<file path="config.mk">
export PLATFORM = sky130hd
export DESIGN_NAME = cmi_lerp_mul
export DESIGN_NICKNAME = d
export VERILOG_FILES = /design/src/rtl/cmi_pkg.sv /design/src/rtl/cmi_lerp_mul.sv
export SDC_FILE = /design/constraint.sdc
export NUM_CORES = 2
export LEC_CHECK = 0
export BUFFER_PORTS_ARGS = -buffer_cell sky130_fd_sc_hd__buf_2
export CAP_MARGIN = 20
export CORE_UTILIZATION = 30
export DETAILED_ROUTE_END_ITERATION = 16
export PLACE_DENSITY_LB_ADDON = 0.12
export REMOVE_ABC_BUFFERS = 1
export SYNTH_ARGS = -nofsm -noshare
export SYNTH_HDL_FRONTEND = slang
export SYNTH_SLANG_ARGS = --single-unit
export TNS_END_PERCENT = 30
</file>
<file path="constraint.sdc">
create_clock -name i_clk -period 12 [get_ports i_clk]
set_input_delay 3 -clock i_clk [delete_from_list [all_inputs] [get_ports i_clk]]
set_output_delay 3 -clock i_clk [all_outputs]
set_load 0.03 [all_outputs]
</file>
<file path="src/rtl/cmi_pkg.sv">
// Shared types, constants and colormap stop tables for the colormap interpolator.
// No dependencies.
package cmi_pkg;

    localparam int MAP_COUNT       = 10;
    localparam int STOP_MAX        = 11;
    localparam int CH_COUNT        = 3;
    localparam int POS_SCALE       = 1000;
    localparam int LEVEL_COUNT_DEF = 256;
    localparam int QUO_BITS        = 8;
    localparam int PIPE_DEPTH      = 13;

    typedef logic [3:0] t_map_idx;
    typedef logic [3:0] t_stop_idx;
    typedef logic [9:0] t_pos;
    typedef logic [7:0] t_chan;
    typedef t_chan [CH_COUNT-1:0] t_rgb;

    typedef struct packed {
        t_rgb ca;
        t_rgb cb;
    } t_col_pair;

    localparam t_map_idx MAP_PARULA = 4'd0;

    localparam int CH_RED   = 0;
    localparam int CH_GREEN = 1;
    localparam int CH_BLUE  = 2;

    localparam int MAP_LEN [MAP_COUNT] = '{9, 9, 11, 9, 4, 2, 4, 2, 6, 6};

    // unused tail entries repeat the top stop
    localparam int POS_ROM [MAP_COUNT][STOP_MAX] = '{
        '{0, 125, 250, 375, 500, 625, 750, 875, 1000, 1000, 1000},
        '{0, 125, 250, 375, 500, 625, 750, 875, 1000, 1000, 1000},
        '{0, 100, 200, 300, 400, 500, 600, 700, 800, 900, 1000},
        '{0, 125, 250, 375, 500, 625, 750, 875, 1000, 1000, 1000},
        '{0, 375, 750, 1000, 1000, 1000, 1000, 1000, 1000, 1000, 1000},
        '{0, 1000, 1000, 1000, 1000, 1000, 1000, 1000, 1000, 1000, 1000},
        '{0, 375, 750, 1000, 1000, 1000, 1000, 1000, 1000, 1000, 1000},
        '{0, 1000, 1000, 1000, 1000, 1000, 1000, 1000, 1000, 1000, 1000},
        '{0, 150, 350, 600, 820, 1000, 1000, 1000, 1000, 1000, 1000},
        '{0, 150, 350, 600, 820, 1000, 1000, 1000, 1000, 1000, 1000}
    };

    localparam int R_ROM [MAP_COUNT][STOP_MAX] = '{
        '{53, 15, 5, 24, 85, 158, 220, 251, 249, 249, 249},
        '{0, 0, 0, 0, 127, 255, 255, 255, 127, 127, 127},
        '{48, 70, 62, 24, 70, 162, 225, 254, 239, 189, 122},
        '{68, 71, 59, 44, 33, 39, 92, 170, 253, 253, 253},
        '{0, 255, 255, 255, 255, 255, 255, 255, 255, 255, 255},
        '{0, 255, 255, 255, 255, 255, 255, 255, 255, 255, 255},
        '{0, 81, 166, 255, 255, 255, 255, 255, 255, 255, 255},
        '{0, 255, 255, 255, 255, 255, 255, 255, 255, 255, 255},
        '{2, 6, 16, 40, 118, 224, 224, 224, 224, 224, 224},
        '{4, 36, 92, 168, 232, 255, 255, 255, 255, 255, 255}
    };

    localparam int G_ROM [MAP_COUNT][STOP_MAX] = '{
        '{42, 92, 125, 149, 165, 174, 182, 205, 251, 251, 251},
        '{0, 0, 127, 255, 255, 255, 127, 0, 0, 0, 0},
        '{18, 107, 155, 214, 248, 252, 220, 163, 89, 32, 4},
        '{1, 44, 81, 113, 144, 173, 200, 220, 231, 231, 231},
        '{0, 0, 255, 255, 255, 255, 255, 255, 255, 255, 255},
        '{0, 255, 255, 255, 255, 255, 255, 255, 255, 255, 255},
        '{0, 81, 198, 255, 255, 255, 255, 255, 255, 255, 255},
        '{255, 0, 0, 0, 0, 0, 0, 0, 0, 0, 0},
        '{6, 32, 86, 168, 232, 255, 255, 255, 255, 255, 255},
        '{3, 20, 50, 102, 170, 236, 236, 236, 236, 236, 236}
    };

    localparam int B_ROM [MAP_COUNT][STOP_MAX] = '{
        '{135, 221, 205, 174, 130, 91, 63, 40, 14, 14, 14},
        '{143, 255, 255, 255, 127, 0, 0, 0, 0, 0, 0},
        '{59, 227, 254, 203, 131, 60, 55, 49, 17, 4, 3},
        '{84, 122, 139, 142, 141, 129, 99, 50, 37, 37, 37},
        '{0, 0, 0, 255, 255, 255, 255, 255, 255, 255, 255},
        '{0, 255, 255, 255, 255, 255, 255, 255, 255, 255, 255},
        '{0, 113, 198, 255, 255, 255, 255, 255, 255, 255, 255},
        '{255, 255, 255, 255, 255, 255, 255, 255, 255, 255, 255},
        '{4, 16, 38, 72, 132, 228, 228, 228, 228, 228, 228},
        '{2, 4, 6, 14, 58, 196, 196, 196, 196, 196, 196}
    };

    function automatic t_rgb stop_rgb(t_map_idx m, t_stop_idx j);
        t_rgb c;
        c[CH_RED]   = t_chan'(R_ROM[m][j]);
        c[CH_GREEN] = t_chan'(G_ROM[m][j]);
        c[CH_BLUE]  = t_chan'(B_ROM[m][j]);
        return c;
    endfunction

endpackage

</file>
<file path="src/rtl/cmi_lerp_mul.sv">
// Middle stages: per-channel products and the rounded dividend
// 2*ca*den + 2*(cb-ca)*num + den. Depends on cmi_pkg.
module cmi_lerp_mul
    import cmi_pkg::*;
#(
    parameter int LEVEL_COUNT = LEVEL_COUNT_DEF,
    localparam int DW = $clog2(LEVEL_COUNT),
    localparam int NW = DW + 10,
    localparam int TW = NW + 9
) (
    input  logic          i_clk,
    input  logic          i_rst_n,
    input  logic          i_valid,
    output logic          o_ready,
    input  logic [NW-1:0] i_num,
    input  logic [NW-1:0] i_den,
    input  t_col_pair     i_col,
    output logic          o_valid,
    input  logic          i_ready,
    output logic [TW-1:0] o_top [CH_COUNT],
    output logic [NW-1:0] o_den
);

    localparam int P1W = NW + 8;
    localparam int P2W = NW + 10;
    localparam int SW  = NW + 12;

    logic adv_d, adv_e;

    logic                  r_d_v;
    logic [P1W-1:0]        r_d_p1 [CH_COUNT];
    logic signed [P2W-1:0] r_d_p2 [CH_COUNT];
    logic [NW-1:0]         r_d_den;
    logic [P1W-1:0]        n_d_p1 [CH_COUNT];
    logic signed [P2W-1:0] n_d_p2 [CH_COUNT];

    logic          r_e_v;
    logic [TW-1:0] r_e_top [CH_COUNT];
    logic [TW-1:0] n_e_top [CH_COUNT];
    logic [NW-1:0] r_e_den;

    assign adv_e   = !r_e_v || i_ready;
    assign adv_d   = !r_d_v || adv_e;
    assign o_ready = adv_d;

    always_comb begin
        logic signed [8:0] delta;
        for (int ch = 0; ch < CH_COUNT; ch++) begin
            delta      = $signed({1'b0, i_col.cb[ch]}) - $signed({1'b0, i_col.ca[ch]});
            n_d_p1[ch] = P1W'(i_col.ca[ch]) * P1W'(i_den);
            n_d_p2[ch] = P2W'(delta) * P2W'($signed({1'b0, i_num}));
        end
    end

    // the sum is positive: interpolated value lies between the stop colors
    always_comb begin
        logic signed [SW-1:0] t1, t2, t3, sum;
        for (int ch = 0; ch < CH_COUNT; ch++) begin
            t1          = SW'($signed({1'b0, r_d_p1[ch]}));
            t2          = SW'(r_d_p2[ch]);
            t3          = SW'($signed({1'b0, r_d_den}));
            sum         = (t1 <<< 1) + (t2 <<< 1) + t3;
            n_e_top[ch] = sum[TW-1:0];
        end
    end

    always_ff @(posedge i_clk) begin
        if (!i_rst_n) begin
            r_d_v <= 1'b0;
            r_e_v <= 1'b0;
        end else begin
            if (adv_d) begin
                r_d_v <= i_valid;
            end
            if (adv_e) begin
                r_e_v <= r_d_v;
            end
        end
    end

    always_ff @(posedge i_clk) begin
        if (adv_d) begin
            r_d_p1  <= n_d_p1;
            r_d_p2  <= n_d_p2;
            r_d_den <= i_den;
        end
        if (adv_e) begin
            r_e_top <= n_e_top;
            r_e_den <= r_d_den;
        end
    end

    assign o_valid = r_e_v;
    assign o_top   = r_e_top;
    assign o_den   = r_e_den;

endmodule

</file>
### After elaboration in Yosys (flattened, before gate mapping)

Cells that the tools add are included.

| storage, ports and cells | value |
|---|---|
| flip-flop bits (word level) | 275 |
| bits in latches | 0 |
| memory bits (writable) | 0 |
| ROM bits | 0 |
| input port bits | 88 |
| output and inout bits | 101 |
| logic and storage cells | 32 |
| memories | 0 |

| operators by class | value |
|---|---|
| $add $sub $neg | 9 |
| $mul | 6 |
| divide/modulo/power cells | 0 |
| order comparisons | 0 |
| eq/ne operators | 0 |
| shift operators | 0 |
| multiplexer cells | 0 |
| bitwise gates (word level) | 0 |
| reductions and logical operators | 4 |

Operators by type and width:

| cell | count |
|---|---|
| adder 27 x 19 -> 27 bit | 3 |
| adder 27 bit | 3 |
| multiplier 8 x 18 -> 26 bit | 3 |
| multiplier 9 x 19 -> 26 bit | 3 |
| subtractor 8 x 8 -> 9 bit | 3 |
| logical NOT 1 bit | 2 |
| logical OR 1 bit | 2 |

### Depth between registers and ports, before layout

| depth | value |
|---|---|
| word-level depth | 3 |
| depth in mapped cells | 32 |
| gate-level depth less buffers | 30 |

### Least setup slack after synthesis

No wires, ideal clock.

| timing path | value |
|---|---|
| kind | input-to-reg |
| start point | input port i_col[33] in the netlist's numbering |
| end point | register r_d_p2[52] in the netlist's numbering, data pin |
| setup time | 0.258 ns |
| arrival time | 9.746 ns |
| data required time | 11.742 ns |
| setup slack | 1.997 ns |
| stages | 32 |
| buffers on the path | 3 |
| cells stage by stage | clkbuf_1 > clkbuf_1 > inv_1 > ha_1 > nor2b_1 > o21ai_0 > nand2b_1 > a21o_1 > a21oi_1 > o21ai_0 > a21oi_1 > xnor2_1 > clkbuf_1 > nand2_1 > fa_1 > fa_1 > inv_1 > fa_1 > fa_1 > inv_1 > fa_1 > inv_1 > ha_1 > o21ai_2 > a21boi_1 > and3_1 > a211oi_2 > a211oi_1 > or4_1 > a31o_1 > a21oi_2 > xnor2_1 |

RTL lines:

| what | RTL line | RTL |
|---|---|---|
| start, declared | cmi_lerp_mul.sv:17 | `input t_col_pair i_col,` |
| end signal, assigned | cmi_lerp_mul.sv:84 | `r_d_p2 <= n_d_p2;` |
| end, declared | cmi_lerp_mul.sv:32 | `logic signed [P2W-1:0] r_d_p2 [CH_COUNT];` |

==> impl_results.md <==
* Gpl congestion at a little over 0.8
* Final number of max-transition violations at 0
* CTS tree: done
* H-tree levels at 1
* Core Area at about 140000 um2
* Status: complete, no violations
* CTS root buf: clkbuf_16
* Clk_lat worst skew at around 0.60 ns
* Max-Cap Viols at 0
* Initial Util at 0.3025
* Fin cells at around 6000
* Routed via count at approximately 28000
* Grt ovf at 0
* Critical path arrival at between 10 and 15 ns
* Post-synth EDFFs at 270
* Synth Register Bits at 272
* Die Span X at 374.5 um
* Tot GR Track Use at 0.1750
* Async SR Flop Fraction at 0
* Final Hold Fails at 0
* Global-route wire length before repair at 186700 um
* Yosys cell types at between 60 and 70
* CP required at around 12 ns
* Critical Path End Type: register
* # hold bufs at CTS at 0
* Post-synthesis cell area at ~42000 um2
* Layout cells sized above 1 at 0.07522
* Clk slew on worst S/H paths at about 0.070 ns
* Setup Fix Bufs, Post-CTS at 0
* Worst min-delay path class: register to register
* DRT Pass-1 Iters at 5
* HPWL after DPL at ~96000 um
* Vias per cell at 4.691
* I/O Pins at 189
* Worst setup path category: input port to register
* Drc violations at 0
* Number of global-route vias before repair at slightly above 30000
* Critical path launch point: i_col[25]
* Syn Inst Count at between 4000 and 5000
* Die Y at ~370 um
* Final min period at roughly 10 ns
* Slowest cell on crit path: fa_1
* Antenna violations before repair at 16
* Worst slew pin tran at approximately 1.1 ns
* PostCTS Resize Cnt at 0
* Unrepaired setup endpoints after global routing: false
* Worst-path fanout max at 20
* Cells after DPL at 5980
* Area of the die at about 140000 um2
* Max Fclk at ~0.10 GHz
* Setup TNS at 0 ns
* Critical path's largest stage delay at 0.50 ns
* Final WL at between 100000 and 150000 um
* CP most frequent cell: fa_1
* Filler cells at roughly 14000
* RR Startpoint: r_d_den[2]
* Post-route ant nets at 0
* Std cell rows at about 140
* Startpoint types: input port
* CTS Buf Count at 31
* Port buffer count at approximately 190
* CTS Sinks at about 270
* # setup viols final at 0
* Worst slew margin at 0.2867
* CTS max path bufs at 3
* Skew final at 0.01620 ns
* Fin crit share at 0.8132
* Drt wl/cell at 19.92 um
* Post-Syn Area per Cell at approximately 10 um2
* Ys flop type: edfxtp_1
* Synth warnings at 0
* Sequential cell area fraction in the yosys report at 0.1957
* Iter 0 DRT Violations at approximately 1300
* Final core utilization at 0.3314
* Final net count at about 5400
* Pin count of the biggest net entering global routing at 69
* Area Growth Syn to Fin at 9.553%
* Min-Delay Startpoint: r_d_den[1]
Yosys cell counts (7+ instances only):
master / instances / area (um2)
o21ai_0: 78 / 390.4
inv_1: 599 / 2248
and3_1: 23 / 143.9
a21o_1: 65 / 488.0
edfxtp_1: 270 / 8108
or2_2: 14 / 87.58
nor3_1: 25 / 125.1
a21oi_1: 144 / 720.7
nor2b_1: 45 / 281.5
nor2_1: 131 / 491.7
o21bai_1: 15 / 112.6
xnor2_1: 161 / 1410
a211oi_1: 20 / 150.1
ha_1: 452 / 5655
nand3_1: 37 / 185.2
nand2_1: 404 / 1516
a211o_1: 7 / 61.31
fa_1: 684 / 13690
and2_1: 432 / 2703
or3_1: 17 / 106.4
o21a_1: 35 / 262.8
a31oi_1: 14 / 87.58
clkbuf_1: 140 / 525.5
o211ai_1: 7 / 52.55
xor2_1: 43 / 376.6
nand2b_1: 130 / 813.3
placed cells by master, fill, tap and decap left out, drive strengths merged, types with 22 or more instances in the layout:
cell    synthesis  final
xor2           43     43
o21a           35     35
nor3           25     25
clkbuf        140     39
a21o           65     65
and2          432    432
and3           23     23
buf             5    242
edfxtp        270    270
fa            684    684
nand2b        130    130
nand2         404    404
nor2          131    131
a211oi         22     22
ha            452    452
nand3          37     37
o21ai          82     82
nor2b          45     45
xnor2         161    161
a21oi         146    146
inv           599    600
final timing paths:
kind                                   end  slack [ns]  depth (start not counted)
worst max register to register   o_top[26]        7.80                         13
worst max-delay path            r_d_p2[78]        2.24                         30
worst min-delay path              o_den[1]        0.44                          0
worst min register to register    o_den[1]        0.44                          0
critical path, delay by kind of cell:
kind / cells / cell delay [ns]
adder cells (fa/ha/maj): 7 / 3.02
AO/OA/AOI/OAI: 9 / 1.81
buffers and inverters: 7 / 1.04
AND/OR/NAND/NOR: 5 / 0.88
XOR/XNOR: 2 / 0.33
final cells by class:
type / count / area [um2] / share of cell area
Clock buffer: 39 / 805.8 / 0.01766
Timing Repair Buffer: 242 / 1346 / 0.02951
Multi-Input combinational cell: 3073 / 30720 / 0.6734
Sequential cell: 272 / 8148 / 0.1786
Antenna cell: 5 / 12.51 / 0.0002743
Tap cell: 1794 / 2245 / 0.04921
Inverter: 599 / 2251 / 0.04935
Clock inverter: 16 / 88.84 / 0.001947
cell families after synthesis:
group                    Yosys count  synth area share
AO/OA/AOI/OAI                    453           0.07029
AND/OR/NAND/NOR                 1280            0.1591
flip-flops                       272            0.1957
adder cells (fa/ha/maj)         1136            0.4647
XOR/XNOR                         204           0.04291
buffers and inverters            744           0.06734
registers in the layout, summed over array words and instances, names as in the netlist:
register	cells
o_den	17
o_top	79
o_valid	1
r_d_den	18
r_d_p1	78
r_d_p2	78
r_d_v	1
metal layers:
metal / track usage / part of all wire
met2: 0.2954 / 0.47
met4: 0.03603 / 0.022
met5: 0 / 0.00022
met1: 0.2425 / 0.47
met3: 0.01733 / 0.036
through the flow:
step | cell area, um2 | hold slack, ns | setup slack [ns]
after detailed placement | 44710 | 0.4365 | 1.628
final | 45620 | 0.4449 | 2.241
after floorplan | 41080 | 0.4003 | 2.101
after global placement | 44700 | 0.4342 | 1.413
after CTS | 45600 | 0.4471 | 2.222
after global routing | 45600 | 0.4665 | 1.741
Power is not shown: default switching activity piles up to over one toggle a cycle in this logic, so the estimate is an artifact.
