--- config.mk ---
export PLATFORM = sky130hd
export DESIGN_NAME = cmi_div_pipe
export DESIGN_NICKNAME = d
export VERILOG_FILES = /design/src/rtl/cmi_pkg.sv /design/src/rtl/cmi_div_pipe.sv
export SDC_FILE = /design/constraint.sdc
export NUM_CORES = 2
export LEC_CHECK = 0
export ABC_AREA = 0
export CORE_ASPECT_RATIO = 0.5
export CORE_MARGIN = 10
export CORE_UTILIZATION = 45
export CTS_CLUSTER_SIZE = 40
export DETAILED_ROUTE_END_ITERATION = 16
export DONT_BUFFER_PORTS = 1
export SYNTH_ARGS = -nofsm -noshare
export SYNTH_HDL_FRONTEND = slang
export SYNTH_SLANG_ARGS = --single-unit
--- constraint.sdc ---
create_clock -name i_clk -period 7.05 [get_ports i_clk]
set_input_delay 1.41 -clock i_clk [delete_from_list [all_inputs] [get_ports i_clk]]
set_output_delay 1.41 -clock i_clk [all_outputs]
set_load 0.01 [all_outputs]
--- src/rtl/cmi_pkg.sv ---
// Shared types, constants and colormap stop tables for the colormap interpolator.
// No dependencies.
package cmi_pkg;

    localparam int MAP_COUNT       = 10;
    localparam int STOP_MAX        = 11;
    localparam int CH_COUNT        = 3;
    localparam int POS_SCALE       = 1000;
    localparam int LEVEL_COUNT_DEF = 256;
    localparam int QUO_BITS        = 8;
    localparam int PIPE_DEPTH      = 13;

    typedef logic [3:0] t_map_idx;
    typedef logic [3:0] t_stop_idx;
    typedef logic [9:0] t_pos;
    typedef logic [7:0] t_chan;
    typedef t_chan [CH_COUNT-1:0] t_rgb;

    typedef struct packed {
        t_rgb ca;
        t_rgb cb;
    } t_col_pair;

    localparam t_map_idx MAP_PARULA = 4'd0;

    localparam int CH_RED   = 0;
    localparam int CH_GREEN = 1;
    localparam int CH_BLUE  = 2;

    localparam int MAP_LEN [MAP_COUNT] = '{9, 9, 11, 9, 4, 2, 4, 2, 6, 6};

    // unused tail entries repeat the top stop
    localparam int POS_ROM [MAP_COUNT][STOP_MAX] = '{
        '{0, 125, 250, 375, 500, 625, 750, 875, 1000, 1000, 1000},
        '{0, 125, 250, 375, 500, 625, 750, 875, 1000, 1000, 1000},
        '{0, 100, 200, 300, 400, 500, 600, 700, 800, 900, 1000},
        '{0, 125, 250, 375, 500, 625, 750, 875, 1000, 1000, 1000},
        '{0, 375, 750, 1000, 1000, 1000, 1000, 1000, 1000, 1000, 1000},
        '{0, 1000, 1000, 1000, 1000, 1000, 1000, 1000, 1000, 1000, 1000},
        '{0, 375, 750, 1000, 1000, 1000, 1000, 1000, 1000, 1000, 1000},
        '{0, 1000, 1000, 1000, 1000, 1000, 1000, 1000, 1000, 1000, 1000},
        '{0, 150, 350, 600, 820, 1000, 1000, 1000, 1000, 1000, 1000},
        '{0, 150, 350, 600, 820, 1000, 1000, 1000, 1000, 1000, 1000}
    };

    localparam int R_ROM [MAP_COUNT][STOP_MAX] = '{
        '{53, 15, 5, 24, 85, 158, 220, 251, 249, 249, 249},
        '{0, 0, 0, 0, 127, 255, 255, 255, 127, 127, 127},
        '{48, 70, 62, 24, 70, 162, 225, 254, 239, 189, 122},
        '{68, 71, 59, 44, 33, 39, 92, 170, 253, 253, 253},
        '{0, 255, 255, 255, 255, 255, 255, 255, 255, 255, 255},
        '{0, 255, 255, 255, 255, 255, 255, 255, 255, 255, 255},
        '{0, 81, 166, 255, 255, 255, 255, 255, 255, 255, 255},
        '{0, 255, 255, 255, 255, 255, 255, 255, 255, 255, 255},
        '{2, 6, 16, 40, 118, 224, 224, 224, 224, 224, 224},
        '{4, 36, 92, 168, 232, 255, 255, 255, 255, 255, 255}
    };

    localparam int G_ROM [MAP_COUNT][STOP_MAX] = '{
        '{42, 92, 125, 149, 165, 174, 182, 205, 251, 251, 251},
        '{0, 0, 127, 255, 255, 255, 127, 0, 0, 0, 0},
        '{18, 107, 155, 214, 248, 252, 220, 163, 89, 32, 4},
        '{1, 44, 81, 113, 144, 173, 200, 220, 231, 231, 231},
        '{0, 0, 255, 255, 255, 255, 255, 255, 255, 255, 255},
        '{0, 255, 255, 255, 255, 255, 255, 255, 255, 255, 255},
        '{0, 81, 198, 255, 255, 255, 255, 255, 255, 255, 255},
        '{255, 0, 0, 0, 0, 0, 0, 0, 0, 0, 0},
        '{6, 32, 86, 168, 232, 255, 255, 255, 255, 255, 255},
        '{3, 20, 50, 102, 170, 236, 236, 236, 236, 236, 236}
    };

    localparam int B_ROM [MAP_COUNT][STOP_MAX] = '{
        '{135, 221, 205, 174, 130, 91, 63, 40, 14, 14, 14},
        '{143, 255, 255, 255, 127, 0, 0, 0, 0, 0, 0},
        '{59, 227, 254, 203, 131, 60, 55, 49, 17, 4, 3},
        '{84, 122, 139, 142, 141, 129, 99, 50, 37, 37, 37},
        '{0, 0, 0, 255, 255, 255, 255, 255, 255, 255, 255},
        '{0, 255, 255, 255, 255, 255, 255, 255, 255, 255, 255},
        '{0, 113, 198, 255, 255, 255, 255, 255, 255, 255, 255},
        '{255, 255, 255, 255, 255, 255, 255, 255, 255, 255, 255},
        '{4, 16, 38, 72, 132, 228, 228, 228, 228, 228, 228},
        '{2, 4, 6, 14, 58, 196, 196, 196, 196, 196, 196}
    };

    function automatic t_rgb stop_rgb(t_map_idx m, t_stop_idx j);
        t_rgb c;
        c[CH_RED]   = t_chan'(R_ROM[m][j]);
        c[CH_GREEN] = t_chan'(G_ROM[m][j]);
        c[CH_BLUE]  = t_chan'(B_ROM[m][j]);
        return c;
    endfunction

endpackage

--- src/rtl/cmi_div_pipe.sv ---
// Restoring divider pipeline, one quotient bit per stage for all three
// channels, dividing the dividend by 2*den. Depends on cmi_pkg.
module cmi_div_pipe
    import cmi_pkg::*;
#(
    parameter int LEVEL_COUNT = LEVEL_COUNT_DEF,
    localparam int DW = $clog2(LEVEL_COUNT),
    localparam int NW = DW + 10,
    localparam int TW = NW + 9
) (
    input  logic          i_clk,
    input  logic          i_rst_n,
    input  logic          i_valid,
    output logic          o_ready,
    input  logic [TW-1:0] i_top [CH_COUNT],
    input  logic [NW-1:0] i_den,
    output logic          o_valid,
    input  logic          i_ready,
    output t_rgb          o_rgb
);

    localparam int LAST = QUO_BITS - 1;

    logic [QUO_BITS-1:0] adv;
    logic [QUO_BITS-1:0] v_in;
    logic [QUO_BITS-1:0] r_v;

    logic [TW-1:0] r_rem  [LAST][CH_COUNT];
    t_chan         r_q    [QUO_BITS][CH_COUNT];
    logic [NW:0]   r_div  [LAST];

    logic [TW-1:0] rem_in [QUO_BITS][CH_COUNT];
    t_chan         q_in   [QUO_BITS][CH_COUNT];
    logic [NW:0]   div_in [QUO_BITS];
    logic [TW-1:0] trial  [QUO_BITS];
    logic [TW-1:0] n_rem  [QUO_BITS][CH_COUNT];
    t_chan         n_q    [QUO_BITS][CH_COUNT];

    always_comb begin
        adv[LAST] = !r_v[LAST] || i_ready;
        for (int s = LAST - 1; s >= 0; s--) begin
            adv[s] = !r_v[s] || adv[s+1];
        end
    end
    assign o_ready = adv[0];

    always_comb begin
        v_in[0]   = i_valid;
        div_in[0] = {i_den, 1'b0};
        for (int ch = 0; ch < CH_COUNT; ch++) begin
            rem_in[0][ch] = i_top[ch];
            q_in[0][ch]   = '0;
        end
        for (int s = 1; s < QUO_BITS; s++) begin
            v_in[s]   = r_v[s-1];
            div_in[s] = r_div[s-1];
            for (int ch = 0; ch < CH_COUNT; ch++) begin
                rem_in[s][ch] = r_rem[s-1][ch];
                q_in[s][ch]   = r_q[s-1][ch];
            end
        end
    end

    always_comb begin
        for (int s = 0; s < QUO_BITS; s++) begin
            trial[s] = TW'(div_in[s]) << (LAST - s);
            for (int ch = 0; ch < CH_COUNT; ch++) begin
                if (rem_in[s][ch] >= trial[s]) begin
                    n_rem[s][ch] = rem_in[s][ch] - trial[s];
                    n_q[s][ch]   = q_in[s][ch] | (t_chan'(1) << (LAST - s));
                end else begin
                    n_rem[s][ch] = rem_in[s][ch];
                    n_q[s][ch]   = q_in[s][ch];
                end
            end
        end
    end

    always_ff @(posedge i_clk) begin
        if (!i_rst_n) begin
            r_v <= '0;
        end else begin
            for (int s = 0; s < QUO_BITS; s++) begin
                if (adv[s]) begin
                    r_v[s] <= v_in[s];
                end
            end
        end
    end

    always_ff @(posedge i_clk) begin
        for (int s = 0; s < QUO_BITS; s++) begin
            if (adv[s]) begin
                r_q[s] <= n_q[s];
            end
        end
        for (int s = 0; s < LAST; s++) begin
            if (adv[s]) begin
                r_rem[s] <= n_rem[s];
                r_div[s] <= div_in[s];
            end
        end
    end

    assign o_valid = r_v[LAST];

    always_comb begin
        for (int ch = 0; ch < CH_COUNT; ch++) begin
            o_rgb[ch] = r_q[LAST][ch];
        end
    end

endmodule

* Yosys cells after proc, flatten, opt, wreduce, memory -nomap -nowiden *
Memories as Yosys holds them, arrays and structs flattened.
Cells that the tools add are included.

operators by class
  add/sub/neg operators = 21
  mux-type cells = 61
  reduce and logical (&&, ||, !) cells = 16
  $lt $le $gt $ge = 24

operator list
  operator         number
  $mux 27          21
  $ge 27x19->1     3
  $ge 27x20->1     3
  $ge 27x21->1     3
  $ge 27x22->1     3
  $ge 27x23->1     3
  $ge 27x24->1     3
  $ge 27x25->1     3
  $ge 27x26->1     3
  $sub 27x20->27   3
  $sub 27x21->27   3
  $sub 27x22->27   3
  $sub 27x23->27   3
  $sub 27x24->27   3
  $sub 27x25->27   3
  $sub 27x26->27   3
  $mux 8           3
  $mux 7           3
  $mux 1           19
  $mux 6           3
  $mux 5           3
  $mux 4           3
  $mux 3           3
  $logic_not 1->1  8
  other kinds (2)  11

word-level totals
  memories kept = 3
  word-level logic and storage cells = 133
  flip-flop bits (word level) = 8
  output and inout bits = 26
  bits in writable memories = 892
  bits of input ports = 103

memories
  memory  depth  width  rd ports  clocked after memory_dff  wr ports  line                source
  r_rem   7      81     7         0                         7         cmi_div_pipe.sv:28  logic [TW-1:0] r_rem [LAST][CH_COUNT];
  r_q     8      24     8         0                         8         cmi_div_pipe.sv:29  t_chan r_q [QUO_BITS][CH_COUNT];
  r_div   7      19     7         0                         7         cmi_div_pipe.sv:30  logic [NW:0] r_div [LAST];

* Longest topological paths before layout *
  depth after elaboration = 11
  depth in mapped cells = 15
  depth with buffers taken out = 14

* Worst setup path before layout *
OpenSTA, ideal clock, no wires.

  path type = input -> output
  start point = input port i_ready
  end point = output port o_ready
  data arrival time = 4468 ps
  slack = 1172 ps
  stages on the path = 6
  data required time = 5640 ps
  path buffers = 0
  cells stage by stage = nor2b_1 > and2_1 > and3_1 > and3_1 > and2_1 > nand2_1

between the ends
  word-level cells in the longest chain between the ends = 8

ends and longest elaborated chain
  element                         line                source
  start: declaration              cmi_div_pipe.sv:18  input logic i_ready,
  $logic_or 1x1->1                cmi_div_pipe.sv:40  adv[LAST] = !r_v[LAST] || i_ready;
  $logic_or 1x1->1 (7 in series)  cmi_div_pipe.sv:42  adv[s] = !r_v[s] || adv[s+1];
  end: declaration                cmi_div_pipe.sv:14  output logic o_ready,

No other way between the ends.

* Worst setup path after layout *
Ends and elaborated chain as after synthesis.

==> results.yml <==
cts:
  cts_resized: 0
  cts_buffers: 79
  clock_tree.buffer_depth: 3
  clock_sinks: 809
  cts_hold_buf: 0
  htree_levels: 3
  cts_setup_buffers: 0
  cts_root_buf: "clkbuf_16"
  path_clk_slew_ns: 0.07
  clk_latency_ns: 0.68
  cts_tree: "done"
logic_synthesis:
  synthMuxAreaShare: 0.0199
  syn_nets: 5212
  ys.flop_type: "edfxtp_1"
  synthAdderAreaFrac: 0.116
  syn_avg_cell_area_um2: 10.8
  synth_top_family_by_area: "compound AO/OA/AOI/OAI gates"
  synthCells: 4656
  seq_area_frac_synth: 0.483
  synth_xor_area_frac: 0.0650
  synth_area_leader_cell: "edfxtp_1"
  yosysTopAreaCellShare: 0.480
  synth-seq-cells: 809
  synth_compound_area_frac: 0.162
  ys_warn_count: 0
  synth_edf_count: 801
  synth_area_leaders: "edfxtp_1 48%, ha_1 11%, xnor2_1 3.7%"
  async_flop_share: 0
  synth_area_um2: 50100
  yosys.area_share.simple: 0.124
  yosysUniqueCellTypes: 94
floorplan:
  fp.dieW_um: 492
  coreArea_um2: 110000
  row_count: 86
  die_h_um: 256
  die_area_um2: 126000
  start_util: 0.454
  pin_count: 129
layout:
  final_net_count: 5224
  n_antenna_cell: 0
  fin_area_um2: 54500
  drive_gt1_frac: 0.0619
  area_delta_synth_final_pct: 8.83
  post-route-util: 0.494
power_and_ir_drop:
  ir_worst_vdd_mv: 0.184
  p_leak_nw: 21.6
  powerDensity_nw_per_um2: 433
routing:
  vias: 35600
  drt-vias-per-instance: 5.72
  drt_wl_total_mm: 140
  wire_per_inst_um: 22.5
  ant_nets: 0
  drt_iter0_drc: 3225
  drtPass1Iterations: 8
  drc: 0
job:
  maxCapViolCount: 0
worst_setup_path:
  ff2ff_path_depth: 12
  crit_arrival_ns: 3.30
  crit_type: "in2out"
  critPathCaptureType: "primary output"
  r2r_slack_ns: 3.00
  timing.rr.start: "r_div[0][1]"
  r2r-end: "r_rem[1][35]"
  cp.required_ns: 5.64
  worstPathMaxFanout: 38
  start_kind: "input pin"
worst_hold_path:
  hold_class: "reg2reg"
  min_from: "r_q[1][61]"
  whs_endpoint: "r_q[1][85]"
  whs_path_depth: 0
sta:
  worst_pin_slew_ns: 1.19
  min_period_over_period: 0.668
  setup_tns_ns: 0
  setup_violations: 0
  hold_ws_ns: 0.391
  slew_headroom: 0.196
  worst_slack_ns: 2.34
  fmax_mhz: 212
  rsz0062_at_grt: "false"
  fin_crit_ns: 4.71
  slew_violations: 0
  hold_viol_final: 0
  skew_ns: 0.0278
placement:
  dpl-instance-area_um2: 51900
  place_hpwl_mm: 113
  pre_cts_ws_ns: 2.07
  portBuffers: 0
  gp_congestion: 0.930
global_route:
  antenna_found_initial: 0
  grt-ovfl-total: 0
  grtUsageTotal: 0.214
  grt_max_degree: 67
  grt_pass1_wl_mm: 209
  grt_pass1_vias: 33900
run_status:
  outcome: "finished clean"
==> through the flow <==
step	instances	power, W
2_1_floorplan	4656	0.0161
3_3_place_gp	6083	0.0190
3_5_place_dp	6083	0.0191
4_1_cts	6227	0.0236
5_1_grt	6227	0.0253
6_report	6227	0.0236
==> registers in the layout (all words and copies together), names as in the netlist <==
register,count
r_div,126
r_q,108
r_rem,567
r_v,8
==> worst max-delay path: stages <==
cell,delay (ns)
nor2b_1,0.18
and2_1,0.34
and3_1,0.39
and3_1,0.29
and2_1,0.31
nand2_4,0.36
==> cells by family after synthesis <==
kind of cell,Yosys count
compound gates,1284
xor+xnor,372
simple gates,1270
fa+ha+maj,453
mux,89
buf+inv,379
flops,809
==> cells in the mapped netlist, types with 23 or more instances <==
cell and instances:
nor2b_1 62, inv_1 281, and3_1 36, clkbuf_1 64
a21oi_1 371, nand3_1 85, o31ai_1 45, ha_1 432
a31oi_1 33, nand2b_1 72, o21bai_1 32, nor3_1 80
xor2_1 158, a211o_1 23, buf_2 27, o21ai_0 329
o21a_1 72, nand4_1 49, a211oi_1 32, edfxtp_1 801
a21o_1 167, xnor2_1 214, mux2_2 71, nand2_1 379
nor4_1 39, nor2_1 319
==> area by class of cell <==
| cell class | instances | area (um2) |
|---|---|---|
| fill | 9932 | 55800 |
| multi-input combinational | 3468 | 24500 |
| sequential | 809 | 24200 |
| clock buffer | 86 | 2050 |
| tap | 1496 | 1870 |
| inverter | 284 | 1080 |
| clock inverter | 58 | 619 |
| timing repair buffer | 26 | 195 |
==> layout by cell type, fill, tap and decap left out, drive strengths merged, types with 12 or more instances in the layout <==
cell    count
a211oi     34
xnor2     214
nor2      319
o21a       72
xor2      158
or2        14
edfxtp    801
a211o      23
nand4b     19
clkbuf     86
nor3       83
o211ai     21
a21boi     16
nand2b     72
or4        21
clkinv     35
inv       290
or3        21
o21ai     348
o31a       12
mux2       80
buf        26
nor2b      62
ha        432
a31oi      37
nor4b      14
fa         21
a21oi     372
o31ai      45
o21bai     32
nand3      85
nand4      49
nor4       39
nand2     379
a21o      167
nand3b     13
and2       12
and3       36
==> power by group <==
group          leakage, nW  switching, W  internal [W]
sequential            8.34       0.00126       0.00758
clock                 1.30       0.00188       0.00252
combinational         12.0       0.00597       0.00442
total                 21.6       0.00910        0.0145
==> how the worst max path moves through the flow <==
stage	from	end	cells after the start
floorplan	i_ready	o_ready	6
global placement	i_den[1]	r_rem[0][78]	9
detailed placement	i_den[1]	r_rem[0][66]	9
CTS	i_ready	o_ready	6
global route	i_ready	o_ready	6
finish	i_ready	o_ready	6
==> per-layer routing <==
metal,part of all wire,GRT usage,up-vias
li1,-,-,17400
met1,0.46,0.294,16800
met2,0.44,0.338,1126
met3,0.050,0.0293,268
met4,0.048,0.0925,0
met5,0,0,-
(Power assumes the default switching activity.)
